$ cat config.mk
export PLATFORM = sky130hd
export DESIGN_NAME = pulse_width_frame_receiver
export DESIGN_NICKNAME = d
export VERILOG_FILES = /design/src/rtl/pwfr_pkg.sv /design/src/rtl/pwfr_front.sv /design/src/rtl/pwfr_queue.sv /design/src/rtl/pwfr_back.sv /design/src/rtl/pulse_width_frame_receiver.sv
export VERILOG_INCLUDE_DIRS = /design/src /design/src/rtl
export SDC_FILE = /design/constraint.sdc
export NUM_CORES = 1
export LEC_CHECK = 0
export BUFFER_PORTS_ARGS = -buffer_cell sky130_fd_sc_hd__buf_4
export CAP_MARGIN = 20
export CORE_MARGIN = 3
export CORE_UTILIZATION = 55
export CTS_CLUSTER_DIAMETER = 60
export DETAILED_ROUTE_END_ITERATION = 10
export PLACE_DENSITY = 0.74
export RECOVER_POWER = 50
export SYNTH_ARGS = -nofsm -noshare
export SYNTH_HDL_FRONTEND = slang
export SYNTH_HIERARCHICAL = 1
export SYNTH_SLANG_ARGS = --single-unit
$ cat constraint.sdc
create_clock -name i_clk -period 8.5 [get_ports i_clk]
set_input_delay 2.125 -clock i_clk [delete_from_list [all_inputs] [get_ports i_clk]]
set_output_delay 2.125 -clock i_clk [all_outputs]
set_load 0.02 [all_outputs]
$ cat src/rtl/pulse_width_frame_receiver_defines.svh
// ----------------------------------------------------------------------------
// pulse width frame receiver assertion macros
// wraps concurrent assertions so that synthesis builds see empty bodies
// ----------------------------------------------------------------------------
`ifndef PULSE_WIDTH_FRAME_RECEIVER_DEFINES_SVH
`define PULSE_WIDTH_FRAME_RECEIVER_DEFINES_SVH

`ifndef SYNTHESIS
// property checked on every clock edge outside reset
`define PWFR_ASSERT(lbl, clk, rst_n, prop) \
    lbl: assert property (@(posedge clk) disable iff (!rst_n) prop) \
        else $error("pwfr assertion failed");
// same-cycle implication outside reset
`define PWFR_ASSERT_IMP(lbl, clk, rst_n, ante, cons) \
    lbl: assert property (@(posedge clk) disable iff (!rst_n) (ante) |-> (cons)) \
        else $error("pwfr implication failed");
`else
`define PWFR_ASSERT(lbl, clk, rst_n, prop)
`define PWFR_ASSERT_IMP(lbl, clk, rst_n, ante, cons)
`endif

`endif

$ cat src/rtl/pwfr_pkg.sv
// ----------------------------------------------------------------------------
// pwfr_pkg
// shared types, constants and helpers of the pulse width frame receiver
// ----------------------------------------------------------------------------
package pwfr_pkg;

    // ring buffer and symbol timing
    localparam int BUFFER_DEPTH   = 128;
    localparam int TICKS_PER_UNIT = 6;
    localparam int PTR_W          = $clog2(BUFFER_DEPTH);

    localparam int TICKS_W = 16;
    localparam int UNITS_W = 8;
    localparam int BYTE_W  = 8;
    localparam int BIT_W   = 4;
    localparam int BYTE_BITS = 8;

    // rounding divide: units = (2*ticks + TPU) / (2*TPU), exact reciprocal multiply
    localparam int UNIT_DIV    = 2 * TICKS_PER_UNIT;
    localparam int NUM_W       = $clog2(2 * (2 ** TICKS_W - 1) + UNIT_DIV + 1);
    localparam int RECIP_SHIFT = NUM_W + $clog2(UNIT_DIV);
    localparam int RECIP_W     = NUM_W + 1;
    localparam int PROD_W      = NUM_W + RECIP_W;
    localparam longint unsigned RECIP_L =
        ((64'd1 << RECIP_SHIFT) + longint'(UNIT_DIV) - 64'd1) / longint'(UNIT_DIV);
    localparam logic [RECIP_W-1:0] RECIP = RECIP_W'(RECIP_L);

    // configuration registers
    localparam int CFG_COUNT = 8;
    localparam int CFG_IDX_W = 4;
    localparam int CFG_SEL_W = $clog2(CFG_COUNT);

    typedef enum logic [CFG_IDX_W-1:0] {
        CFG_START_HIGH = 4'd0,
        CFG_START_LOW  = 4'd1,
        CFG_ONE_HIGH   = 4'd2,
        CFG_ONE_LOW    = 4'd3,
        CFG_ZERO_HIGH  = 4'd4,
        CFG_ZERO_LOW   = 4'd5,
        CFG_END_HIGH   = 4'd6,
        CFG_END_LOW    = 4'd7
    } t_cfg_idx;

    // command queue between front and back
    localparam int QUEUE_DEPTH = 4;
    localparam int QPTR_W      = $clog2(QUEUE_DEPTH);
    localparam int QCNT_W      = $clog2(QUEUE_DEPTH + 1);

    typedef logic [PTR_W-1:0] t_ptr;

    typedef enum logic [1:0] {
        CMD_NONE = 2'd0,
        CMD_READ = 2'd1,
        CMD_PAIR = 2'd2
    } t_cmd_kind;

    typedef struct packed {
        logic start_hit;
        logic one_hit;
        logic zero_hit;
        logic end_hit;
    } t_match;

    typedef struct packed {
        t_cmd_kind kind;
        t_match    match;
    } t_cmd;

    typedef enum logic [2:0] {
        EV_NONE   = 3'd0,
        EV_START  = 3'd1,
        EV_BYTE   = 3'd2,
        EV_COMMIT = 3'd3,
        EV_DROP   = 3'd4,
        EV_ABORT  = 3'd5
    } t_event;

    function automatic t_ptr ring_next(input t_ptr p);
        t_ptr r;
        if (p == t_ptr'(BUFFER_DEPTH - 1)) begin
            r = '0;
        end else begin
            r = p + t_ptr'(1);
        end
        return r;
    endfunction

    function automatic t_ptr ring_prev(input t_ptr p);
        t_ptr r;
        if (p == '0) begin
            r = t_ptr'(BUFFER_DEPTH - 1);
        end else begin
            r = p - t_ptr'(1);
        end
        return r;
    endfunction

endpackage

$ cat src/rtl/pwfr_front.sv
// ----------------------------------------------------------------------------
// pwfr_front
// converts intervals to symbol units, pairs them and matches the code table
// ----------------------------------------------------------------------------
module pwfr_front import pwfr_pkg::*; (
    input  logic                 i_clk,
    input  logic                 i_rst_n,
    input  logic                 i_cfg_valid,
    input  logic [CFG_IDX_W-1:0] i_cfg_index,
    input  logic [UNITS_W-1:0]   i_cfg_data,
    output logic                 o_cfg_ready,
    input  logic                 i_valid,
    input  logic                 i_operation,
    input  logic [TICKS_W-1:0]   i_interval_ticks,
    input  logic                 i_interval_was_high,
    input  logic                 i_queue_ready,
    output logic                 o_push,
    output t_cmd                 o_cmd
);

    logic [UNITS_W-1:0] r_cfg [CFG_COUNT];
    logic [UNITS_W-1:0] r_last_high;
    logic [NUM_W-1:0]   w_num;
    logic [PROD_W-1:0]  w_prod;
    logic [UNITS_W-1:0] w_units;
    logic               w_accept;

    assign o_cfg_ready = 1'b1;
    assign w_accept    = i_valid && i_queue_ready;
    assign o_push      = w_accept;

    // exact floor((2t + d) / 2d) via reciprocal, units kept modulo 256
    assign w_num   = NUM_W'({i_interval_ticks, 1'b0}) + NUM_W'(TICKS_PER_UNIT);
    assign w_prod  = PROD_W'(w_num) * PROD_W'(RECIP);
    assign w_units = w_prod[RECIP_SHIFT +: UNITS_W];

    always_ff @(posedge i_clk) begin
        if (!i_rst_n) begin
            for (int i = 0; i < CFG_COUNT; i++) begin
                r_cfg[i] <= '0;
            end
            r_last_high <= '0;
        end else begin
            if (i_cfg_valid && (i_cfg_index < CFG_IDX_W'(CFG_COUNT))) begin
                r_cfg[i_cfg_index[CFG_SEL_W-1:0]] <= i_cfg_data;
            end
            if (w_accept && !i_operation && i_interval_was_high) begin
                r_last_high <= w_units;
            end
        end
    end

    always_comb begin
        o_cmd.match.start_hit = (r_last_high == r_cfg[CFG_SEL_W'(CFG_START_HIGH)]) &&
                                (w_units == r_cfg[CFG_SEL_W'(CFG_START_LOW)]);
        o_cmd.match.one_hit   = (r_last_high == r_cfg[CFG_SEL_W'(CFG_ONE_HIGH)]) &&
                                (w_units == r_cfg[CFG_SEL_W'(CFG_ONE_LOW)]);
        o_cmd.match.zero_hit  = (r_last_high == r_cfg[CFG_SEL_W'(CFG_ZERO_HIGH)]) &&
                                (w_units == r_cfg[CFG_SEL_W'(CFG_ZERO_LOW)]);
        o_cmd.match.end_hit   = (r_last_high == r_cfg[CFG_SEL_W'(CFG_END_HIGH)]) &&
                                (w_units == r_cfg[CFG_SEL_W'(CFG_END_LOW)]);
        priority if (i_operation) begin
            o_cmd.kind = CMD_READ;
        end else if (i_interval_was_high) begin
            o_cmd.kind = CMD_NONE;
        end else begin
            o_cmd.kind = CMD_PAIR;
        end
    end

endmodule

$ cat src/rtl/pwfr_queue.sv
// ----------------------------------------------------------------------------
// pwfr_queue
// small command fifo between the classifying front and the executing back
// ----------------------------------------------------------------------------
module pwfr_queue import pwfr_pkg::*; (
    input  logic i_clk,
    input  logic i_rst_n,
    input  logic i_push,
    input  t_cmd i_cmd,
    output logic o_ready,
    output logic o_valid,
    output t_cmd o_cmd,
    input  logic i_pop
);

    t_cmd              r_slot [QUEUE_DEPTH];
    logic [QPTR_W-1:0] r_wr_ptr;
    logic [QPTR_W-1:0] r_rd_ptr;
    logic [QCNT_W-1:0] r_count;
    logic [QCNT_W-1:0] n_count;
    logic              w_do_push;
    logic              w_do_pop;

    function automatic logic [QPTR_W-1:0] qnext(input logic [QPTR_W-1:0] p);
        logic [QPTR_W-1:0] r;
        if (p == QPTR_W'(QUEUE_DEPTH - 1)) begin
            r = '0;
        end else begin
            r = p + QPTR_W'(1);
        end
        return r;
    endfunction

    assign o_ready   = (r_count != QCNT_W'(QUEUE_DEPTH));
    assign o_valid   = (r_count != '0);
    assign o_cmd     = r_slot[r_rd_ptr];
    assign w_do_push = i_push && o_ready;
    assign w_do_pop  = i_pop && o_valid;

    always_comb begin
        n_count = r_count;
        unique case ({w_do_push, w_do_pop})
            2'b10:   n_count = r_count + QCNT_W'(1);
            2'b01:   n_count = r_count - QCNT_W'(1);
            default: n_count = r_count;
        endcase
    end

    always_ff @(posedge i_clk) begin
        if (w_do_push) begin
            r_slot[r_wr_ptr] <= i_cmd;
        end
    end

    always_ff @(posedge i_clk) begin
        if (!i_rst_n) begin
            r_wr_ptr <= '0;
            r_rd_ptr <= '0;
            r_count  <= '0;
        end else begin
            if (w_do_push) begin
                r_wr_ptr <= qnext(r_wr_ptr);
            end
            if (w_do_pop) begin
                r_rd_ptr <= qnext(r_rd_ptr);
            end
            r_count <= n_count;
        end
    end

endmodule

$ cat src/rtl/pwfr_back.sv
// ----------------------------------------------------------------------------
// pwfr_back
// frame state, byte assembly, ring buffer and result register
// ----------------------------------------------------------------------------
`include "pulse_width_frame_receiver_defines.svh"

module pwfr_back import pwfr_pkg::*; (
    input  logic              i_clk,
    input  logic              i_rst_n,
    input  logic              i_cmd_valid,
    input  t_cmd              i_cmd,
    output logic              o_cmd_pop,
    output logic              o_out_valid,
    input  logic              i_out_ready,
    output logic [BYTE_W-1:0] o_read_data,
    output logic              o_read_valid,
    output t_event            o_event
);

    logic [BYTE_W-1:0] r_mem [BUFFER_DEPTH];

    logic              r_listening;
    logic [BYTE_W-1:0] r_shift;
    logic [BIT_W-1:0]  r_bit_idx;
    t_ptr              r_wr_ptr;
    logic [BYTE_W-1:0] r_xor;
    t_ptr              r_commit_ptr;
    t_ptr              r_rd_ptr;

    logic              n_listening;
    logic [BYTE_W-1:0] n_shift;
    logic [BIT_W-1:0]  n_bit_idx;
    t_ptr              n_wr_ptr;
    logic [BYTE_W-1:0] n_xor;
    t_ptr              n_commit_ptr;
    t_ptr              n_rd_ptr;
    t_event            n_event;

    logic              r_out_valid;
    logic [BYTE_W-1:0] r_out_data;
    logic              r_out_hit;
    t_event            r_out_event;

    logic              w_issue;
    logic              w_rd_hit;
    logic              w_store_en;
    logic              w_commit_move;
    logic [BYTE_W-1:0] w_shift_upd;
    logic [BIT_W-1:0]  w_bit_inc;

    assign w_issue   = i_cmd_valid && (!r_out_valid || i_out_ready);
    assign o_cmd_pop = w_issue;
    assign w_bit_inc = r_bit_idx + BIT_W'(1);

    always_comb begin
        w_shift_upd = r_shift;
        w_shift_upd[r_bit_idx[2:0]] = i_cmd.match.one_hit;
    end

    always_comb begin
        n_listening   = r_listening;
        n_shift       = r_shift;
        n_bit_idx     = r_bit_idx;
        n_wr_ptr      = r_wr_ptr;
        n_xor         = r_xor;
        n_commit_ptr  = r_commit_ptr;
        n_rd_ptr      = r_rd_ptr;
        n_event       = EV_NONE;
        w_rd_hit      = 1'b0;
        w_store_en    = 1'b0;
        w_commit_move = 1'b0;
        if (w_issue) begin
            unique case (i_cmd.kind)
                CMD_READ: begin
                    if (r_commit_ptr != r_rd_ptr) begin
                        w_rd_hit = 1'b1;
                        n_rd_ptr = ring_next(r_rd_ptr);
                    end
                end
                CMD_PAIR: begin
                    priority if (!r_listening) begin
                        // only the start code counts while idle
                        if (i_cmd.match.start_hit) begin
                            n_listening = 1'b1;
                            n_wr_ptr    = r_commit_ptr;
                            n_bit_idx   = '0;
                            n_shift     = '0;
                            n_xor       = '0;
                            n_event     = EV_START;
                        end
                    end else if (i_cmd.match.end_hit) begin
                        n_listening = 1'b0;
                        if (r_xor != '0) begin
                            n_event = EV_DROP;
                        end else begin
                            // drop the checksum byte, empty frame keeps the pointer
                            if (r_wr_ptr != r_commit_ptr) begin
                                n_commit_ptr  = ring_prev(r_wr_ptr);
                                w_commit_move = 1'b1;
                            end
                            n_event = EV_COMMIT;
                        end
                    end else if (i_cmd.match.one_hit || i_cmd.match.zero_hit) begin
                        n_shift   = w_shift_upd;
                        n_bit_idx = w_bit_inc;
                        if (w_bit_inc >= BIT_W'(BYTE_BITS)) begin
                            if (ring_next(r_wr_ptr) == r_rd_ptr) begin
                                n_listening = 1'b0;
                                n_event     = EV_ABORT;
                            end else begin
                                w_store_en = 1'b1;
                                n_xor      = r_xor ^ w_shift_upd;
                                n_bit_idx  = '0;
                                n_wr_ptr   = ring_next(r_wr_ptr);
                                n_event    = EV_BYTE;
                            end
                        end
                    end else begin
                        n_event = EV_NONE;
                    end
                end
                default: begin
                    n_event = EV_NONE;
                end
            endcase
        end
    end

    // ring buffer with registered read into the result register
    always_ff @(posedge i_clk) begin
        if (w_store_en) begin
            r_mem[r_wr_ptr] <= w_shift_upd;
        end
        if (w_issue) begin
            r_out_data  <= w_rd_hit ? r_mem[r_rd_ptr] : '0;
            r_out_hit   <= w_rd_hit;
            r_out_event <= n_event;
        end
    end

    always_ff @(posedge i_clk) begin
        if (!i_rst_n) begin
            r_listening  <= 1'b0;
            r_shift      <= '0;
            r_bit_idx    <= '0;
            r_wr_ptr     <= '0;
            r_xor        <= '0;
            r_commit_ptr <= '0;
            r_rd_ptr     <= '0;
            r_out_valid  <= 1'b0;
        end else begin
            r_listening  <= n_listening;
            r_shift      <= n_shift;
            r_bit_idx    <= n_bit_idx;
            r_wr_ptr     <= n_wr_ptr;
            r_xor        <= n_xor;
            r_commit_ptr <= n_commit_ptr;
            r_rd_ptr     <= n_rd_ptr;
            if (w_issue) begin
                r_out_valid <= 1'b1;
            end else if (i_out_ready) begin
                r_out_valid <= 1'b0;
            end
        end
    end

    assign o_out_valid  = r_out_valid;
    assign o_read_data  = r_out_data;
    assign o_read_valid = r_out_hit;
    assign o_event      = r_out_event;

    `PWFR_ASSERT(a_commit_only_on_end, i_clk, i_rst_n, (r_commit_ptr != $past(r_commit_ptr)) |-> $past(w_commit_move))
    `PWFR_ASSERT(a_read_only_on_hit, i_clk, i_rst_n, (r_rd_ptr != $past(r_rd_ptr)) |-> $past(w_rd_hit))
    `PWFR_ASSERT_IMP(a_read_has_no_event, i_clk, i_rst_n, r_out_valid && r_out_hit, r_out_event == EV_NONE)
    `PWFR_ASSERT_IMP(a_store_while_listening, i_clk, i_rst_n, w_store_en, r_listening && (ring_next(r_wr_ptr) != r_rd_ptr))

endmodule

$ cat src/rtl/pulse_width_frame_receiver.sv
// ----------------------------------------------------------------------------
// pulse_width_frame_receiver
// pulse width decoder with byte framing, xor checksum and receive ring buffer
// ----------------------------------------------------------------------------
// usage:
//   slave stream carries one item per transaction: tuser selects a measured
//   interval (0) or a read of one received byte (1); tdata holds the interval
//   in timer ticks and its level. every item gives exactly one transaction on
//   the master stream: popped byte, byte-found flag in tuser, frame event code.
//   the config channel writes the eight code registers (index 0..7, others
//   are ignored); write it only while no item is in flight.
// throughput: one item per clock while tready on the master side stays high.
//   the front classifies an item in the cycle it is accepted (one reciprocal
//   multiply plus code compares) and pushes it into a four-entry command
//   queue; the back executes one command per cycle unless the master stalls.
// path: an item passes the command queue and then the back's result
//   register, which drives tvalid on the master stream.
// stall: while the master side holds tready low the result register holds,
//   the queue fills, and tready on the slave side drops once it is full.
// reset: synchronous, active low; clears code registers, frame state and all
//   ring pointers. the byte store itself is not cleared; only bytes written
//   by a committed frame are ever read back.
// ----------------------------------------------------------------------------
module pulse_width_frame_receiver import pwfr_pkg::*; (
    input  logic                 i_clk,
    input  logic                 i_rst_n,
    // configuration write channel
    input  logic                 i_cfg_valid,
    output logic                 o_cfg_ready,
    input  logic [CFG_IDX_W-1:0] i_cfg_index,
    input  logic [UNITS_W-1:0]   i_cfg_data,
    // slave stream
    input  logic                 i_s_tvalid,
    output logic                 o_s_tready,
    input  logic [23:0]          i_s_tdata,  // [15:0] interval_ticks, [16] interval_was_high
    input  logic                 i_s_tuser,  // [0] operation
    // master stream
    output logic                 o_m_tvalid,
    input  logic                 i_m_tready,
    output logic [15:0]          o_m_tdata,  // [7:0] read_data, [10:8] event_res
    output logic                 o_m_tuser   // [0] read_valid
);

    logic              w_push;
    t_cmd              w_front_cmd;
    logic              w_q_ready;
    logic              w_q_valid;
    t_cmd              w_q_cmd;
    logic              w_pop;
    logic [BYTE_W-1:0] w_read_data;
    logic              w_read_valid;
    t_event            w_event;

    // front: interval to units, high/low pairing, code match
    pwfr_front u_front (
        .i_clk               (i_clk),
        .i_rst_n             (i_rst_n),
        .i_cfg_valid         (i_cfg_valid),
        .i_cfg_index         (i_cfg_index),
        .i_cfg_data          (i_cfg_data),
        .o_cfg_ready         (o_cfg_ready),
        .i_valid             (i_s_tvalid),
        .i_operation         (i_s_tuser),
        .i_interval_ticks    (i_s_tdata[15:0]),
        .i_interval_was_high (i_s_tdata[16]),
        .i_queue_ready       (w_q_ready),
        .o_push              (w_push),
        .o_cmd               (w_front_cmd)
    );

    // decouples classification from execution
    pwfr_queue u_queue (
        .i_clk   (i_clk),
        .i_rst_n (i_rst_n),
        .i_push  (w_push),
        .i_cmd   (w_front_cmd),
        .o_ready (w_q_ready),
        .o_valid (w_q_valid),
        .o_cmd   (w_q_cmd),
        .i_pop   (w_pop)
    );

    // back: frame state machine, ring buffer, result register
    pwfr_back u_back (
        .i_clk        (i_clk),
        .i_rst_n      (i_rst_n),
        .i_cmd_valid  (w_q_valid),
        .i_cmd        (w_q_cmd),
        .o_cmd_pop    (w_pop),
        .o_out_valid  (o_m_tvalid),
        .i_out_ready  (i_m_tready),
        .o_read_data  (w_read_data),
        .o_read_valid (w_read_valid),
        .o_event      (w_event)
    );

    assign o_s_tready = w_q_ready;
    assign o_m_tdata  = {5'd0, w_event, w_read_data};
    assign o_m_tuser  = w_read_valid;

endmodule
After elaboration in Yosys (flattened, before gate mapping) --
Memory sizes are Yosys's and may differ from the RTL's. A register that Yosys moved wholly into a read port is not among the register bits. Cells that the tools add are included.
Storage, ports and cells: register bits after elaboration 62, memory bits (writable) 1112, output and inout bits 20, word-level logic and storage cells 161, memories kept 3
Memories:
- u_back.r_mem | words 128, bits a word 8, rd ports 1, clocked after memory_dff 1, wr ports 1, RTL line pwfr_back.sv:20 | logic [BYTE_W-1:0] r_mem [BUFFER_DEPTH];
- u_front.r_cfg | words 8, bits a word 8, rd ports 8, clocked after memory_dff 0, wr ports 8, RTL line pwfr_front.sv:21 | logic [UNITS_W-1:0] r_cfg [CFG_COUNT];
- u_queue.r_slot | words 4, bits a word 6, rd ports 1, clocked after memory_dff 1, wr ports 1, RTL line pwfr_queue.sv:16 | t_cmd r_slot [QUEUE_DEPTH];
Operators by class: $add $sub $neg 9, multiply operators 1, magnitude comparators 4, equality and inequality tests 24, multiplexer cells 75, bitwise gates (word level) 2, reduce and logical (&&, ||, !) cells 29
Operator list (count):
- 7-bit 2-to-1 mux | 15
- 8-bit 2-to-1 mux | 10
- 8-bit == test | 8
- 18-bit by 18-bit multiplier with 29-bit output, second input constant | 1
- 1-bit 2-to-1 mux | 28
- 4-bit 2-to-1 mux | 6
- 3-bit 2-to-1 mux | 7
- 17-bit by 3-bit adder with 18-bit output, second input constant | 1
- 7-bit by 1-bit adder with 7-bit output, second input constant | 2
- 7-bit == test, second input constant | 2
- 7-bit != test | 2
- 1-bit logical AND | 12
- 2-bit 2-to-1 mux | 6
- 8-bit bitwise mux | 1
- 2-bit == test, second input constant | 4
- 2-bit != test, second input constant | 4
- 8-bit nonzero test | 1
- 8-bit OR reduction | 1
- 8-bit bitwise XOR | 1
- 7-bit == test | 1
- 7-bit logical NOT | 1
- 7-bit AND reduction | 1
- 7-bit by 1-bit subtractor with 7-bit output, second input constant | 1
- 3-bit case mux with 2 select lines | 1
- 20 further kinds | 27

Logic depth before layout (Yosys ltp) --
word-level depth 18, mapped depth 28

Modules after synthesis --
Netlist, hierarchy kept.
Modules (own cells, without submodules):
- pwfr_back | instances 1, cells each 2161, area an instance 42912.4 um^2
- pwfr_front | instances 1, cells each 891, area an instance 9202.6 um^2
- pwfr_queue | instances 1, cells each 87, area an instance 1365.1 um^2
- pulse_width_frame_receiver | instances 1, cells each 6, area an instance 41.3 um^2

Least setup slack after synthesis --
OpenSTA, ideal clock, no wires.
path kind input-to-reg, start point input port i_s_tdata[0], end point memory u_queue/r_slot[0][3] in the netlist's numbering, data pin, data arrival time 8.340 ns, data required time 8.294 ns, path slack -0.046 ns, stages 25, buffers on the path 0, path through inv_1 -> ha_1 -> nand2b_1 -> nor3_1 -> nand3_1 -> xnor2_1 -> ha_1 -> ha_1 -> inv_1 -> fa_1 -> inv_1 -> fa_1 -> fa_1 -> inv_1 -> fa_1 -> inv_1 -> ha_1 -> and4_1 -> nand3_1 -> a21oi_2 -> a211o_4 -> a31oi_2 -> a211o_1 -> or4_4 -> nor4_2
RTL lines:
- from (decl) | RTL line pulse_width_frame_receiver.sv:35 | input logic [23:0] i_s_tdata,
- to (decl) | RTL line pwfr_queue.sv:16

==> summary.md <==
| Metric | Value |
|---|---|
| Clock sink count | `1184` |
| Die area | `0.101 mm²` |
| Area leader, netlist | `edfxtp_1` |
| Die Span Y | `318 µm` |
| Worst Path Max Fanout | `5` |
| Vias in the first global route | `30600` |
| Grt total ovfl | `0` |
| Initial DRC Count | `3427` |
| Largest stage delay on the critical path | `520 ps` |
| Post_cts resized | `0` |
| Final Net Count | `3553` |
| Count leader, synth | `edfxtp_1` |
| Post-DRT Antenna Nets | `0` |
| Via/cell ratio | `6.37` |
| Critical path class | `input port to flop` |
| Slew @ Worst Pin | `4300 ps` |
| Max Fclk | `123 MHz` |
| Clk pin slew, worst setup/hold paths | `60 ps` |
| Hold crit path type | `flop to flop` |
| WL/cell | `26.7 µm` |
| Antenna violations before repair | `0` |
| Synth async-reset ratio | `0` |
| RSZ-0062 raised after global routing | `no` |
| Count of final hold-check violations | `0` |
| Synth cell count leaders | `edfxtp_1, mux4_2, inv_1` |
| CP Capture Type | `flop` |
| Post-Synth Simple-Gate Area | `0.0514` |
| Floorplan core area | `0.0957 mm²` |
| Max-slew violation count | `984` |
| Post-synthesis area per instance | `17.0 µm²` |
| WHS | `501 ps` |
| Final WL | `124000 µm` |
| CTS tree | `done` |
| H-tree level count | `3` |
| Crit path top cell by count | `inv_1` |
| Initial Util | `0.559` |
| Synth Area in Adders | `0.0659` |
| Max stage delay cell, worst path | `or4_4` |
| Cell area after synthesis | `0.0535 mm²` |
| MaxCap Viol Count | `14` |
| First-pass GRT wire length | `188000 µm` |
| Post-synthesis cell type count | `97` |
| Failing checks | `capacitance limit, slew limit` |
| Most used DFF post-synth | `edfxtp_1` |
| Pre-antenna DRT Iters | `6` |
| PD cells | `301 mW/mm²` |
| Total GRT Usage | `0.245` |
| Final setup fails | `0` |
| Num CTS Buffers | `110` |
| Synth Area in Compound Gates | `0.0454` |
| Synth-to-Final Area Change | `10.7%` |
| Clock Path Buffers | `3` |
| EDFF count, synth | `1124` |
| Largest net degree at the start of global routing | `116` |
| Min Clock Period, post-route | `8110 ps` |
| HPWL after detailed placement | `76300 µm` |
| WP data required | `9020 ps` |
| Post-CTS Hold Fix Bufs | `0` |
| Final Skew | `48.9 ps` |
| GP Congestion | `0.875` |
| Port bufs | `48` |
| Top cells by area, synth | `edfxtp_1, mux4_2, fa_1` |
| Critical path arrival | `8620 ps` |
| Antenna Cells | `0` |
| Clk_lat worst skew | `700 ps` |
| Crit path launch | `i_s_tdata[0]` |
| Final worst-path cycle share | `0.954` |
| Die Span X | `318 µm` |
| Mapped Cells | `3145` |
| Seq/Total Area, Yosys | `0.653` |
| # IOs | `62` |
| Peak supply drop | `619 µV` |
| Yosys warnings | `6` |
| Num rows | `113` |
| Post-detailed-route DRC marker count | `0` |
| Worst slew margin | `-1.87` |
| Yosys reg bits | `1184` |
| Worst hold path startpoint | `u_back/r_shift[4]` |
| Total number of vias | `29600` |
| Fillers | `6577` |
| Status | `finished, violations left` |
| Post-synth top area share | `0.631` |
| XOR/XNOR Fraction of Synth Area | `0.0259` |
| Setup bufs post-CTS | `0` |
| Layout cells sized above 1 | `0.194` |
| Clock root buffer | `clkbuf_16` |
| Startpoint Class | `input port` |
| Mux cell area share after synthesis | `0.128` |
| Main combinational cell family by area after synthesis | `multiplexers` |
| Leak | `19.6 nW` |
| Core Util, Final | `0.619` |
-- stage by stage --
step	setup TNS [ps]	power [mW]	instances	worst slack, ps	instance area (µm²)
2_1_floorplan	0	10.9	3149	82.1	53500
3_3_place_gp	-5000	12.9	4432	-328	55700
3_5_place_dp	-5980	13.0	4432	-382	55700
4_1_cts	0	17.8	4637	278	59200
5_1_grt	0	18.8	4645	25.5	59300
6_report	0	17.8	4645	394	59300
-- kinds of logic (layout without fill, tap and decap cells) --
family	after synthesis	in the layout
AOI/OAI and AO/OA	326	326
xor gates and xnor gates	135	135
adders and majority gates	225	225
buffers and inverters	388	619
DFF	1184	1184
muxes	329	329
other	2	6
and+or+nand+nor	556	556
-- registers in the layout (all words and copies together), names as in the netlist, 8 cells and up, named ones only --
signal and cells:
u_back/r_mem 1024, u_back/r_xor 8, u_back/o_read_data 8, u_back/r_shift 8, u_front/r_last_high 8, u_front/r_cfg 64, u_queue/r_slot 24
-- path summary, 6_finish.rpt --
path / to / slack, ps / cells past startpoint
hold / removal: u_back/r_shift[4] / 500 / 2
setup reg to reg: u_back/r_mem[38][4] / 1920 / 4
setup / recovery: u_queue/r_slot[3][3] / 390 / 30
hold reg to reg: u_back/r_shift[4] / 500 / 2
-- critical path: cells and delay by family --
kind	cells	cell delay, ps
buf+inv	10	890
fa+ha+maj	7	2850
xor+xnor	1	150
simple gates	7	1590
compound gates	5	1020
-- layout make-up --
class,instances,area (µm²),share of cell area
Inverter,231,867,0.0146
Tap cell,1265,1580,0.0267
Timing Repair Buffer,183,1360,0.0230
Sequential cell,1184,35000,0.590
Clock buffer,136,2870,0.0485
Clock inverter,69,608,0.0103
Multi-Input combinational cell,1577,17000,0.287
-- power by group --
group	total (mW)	leakage (nW)	switching, mW	internal (mW)
combinational	6.46	7.20	3.35	3.12
sequential	6.63	10.7	0.108	6.52
clock	4.72	1.69	2.10	2.62
total	17.8	19.6	5.55	12.3
-- layout by cell type, fill, tap and decap left out, drive strengths merged, types with 10 or more instances in the layout --
| cell | instances |
|---|---|
| mux2 | 14 |
| xor2 | 36 |
| dfxtp | 60 |
| and3 | 17 |
| fa | 95 |
| ha | 129 |
| nor2 | 194 |
| o32a | 10 |
| nand2 | 111 |
| a211oi | 17 |
| o31a | 10 |
| and2 | 80 |
| nand2b | 11 |
| nand3b | 11 |
| clkbuf | 160 |
| a21oi | 61 |
| nor3 | 24 |
| edfxtp | 1124 |
| xnor2 | 86 |
| a221oi | 11 |
| inv | 228 |
| o21ai | 55 |
| a31oi | 21 |
| clkinv | 61 |
| xnor3 | 13 |
| a22o | 13 |
| nand3 | 24 |
| nor4 | 15 |
| buf | 159 |
| mux2i | 33 |
| o211ai | 19 |
| nand4 | 26 |
| mux4 | 282 |
| a22oi | 43 |
| a21o | 11 |
-- routing by layer --
| layer | up-vias | global-route usage | part of all wire |
|---|---|---|---|
| li1 | 12500 | - | - |
| met5 | - | 0 | 0 |
| met3 | 271 | 0.0464 | 0.098 |
| met4 | 0 | 0.0769 | 0.033 |
| met2 | 1587 | 0.389 | 0.48 |
| met1 | 15300 | 0.347 | 0.39 |
No activity file was read; power rests on OpenSTA's default activity.
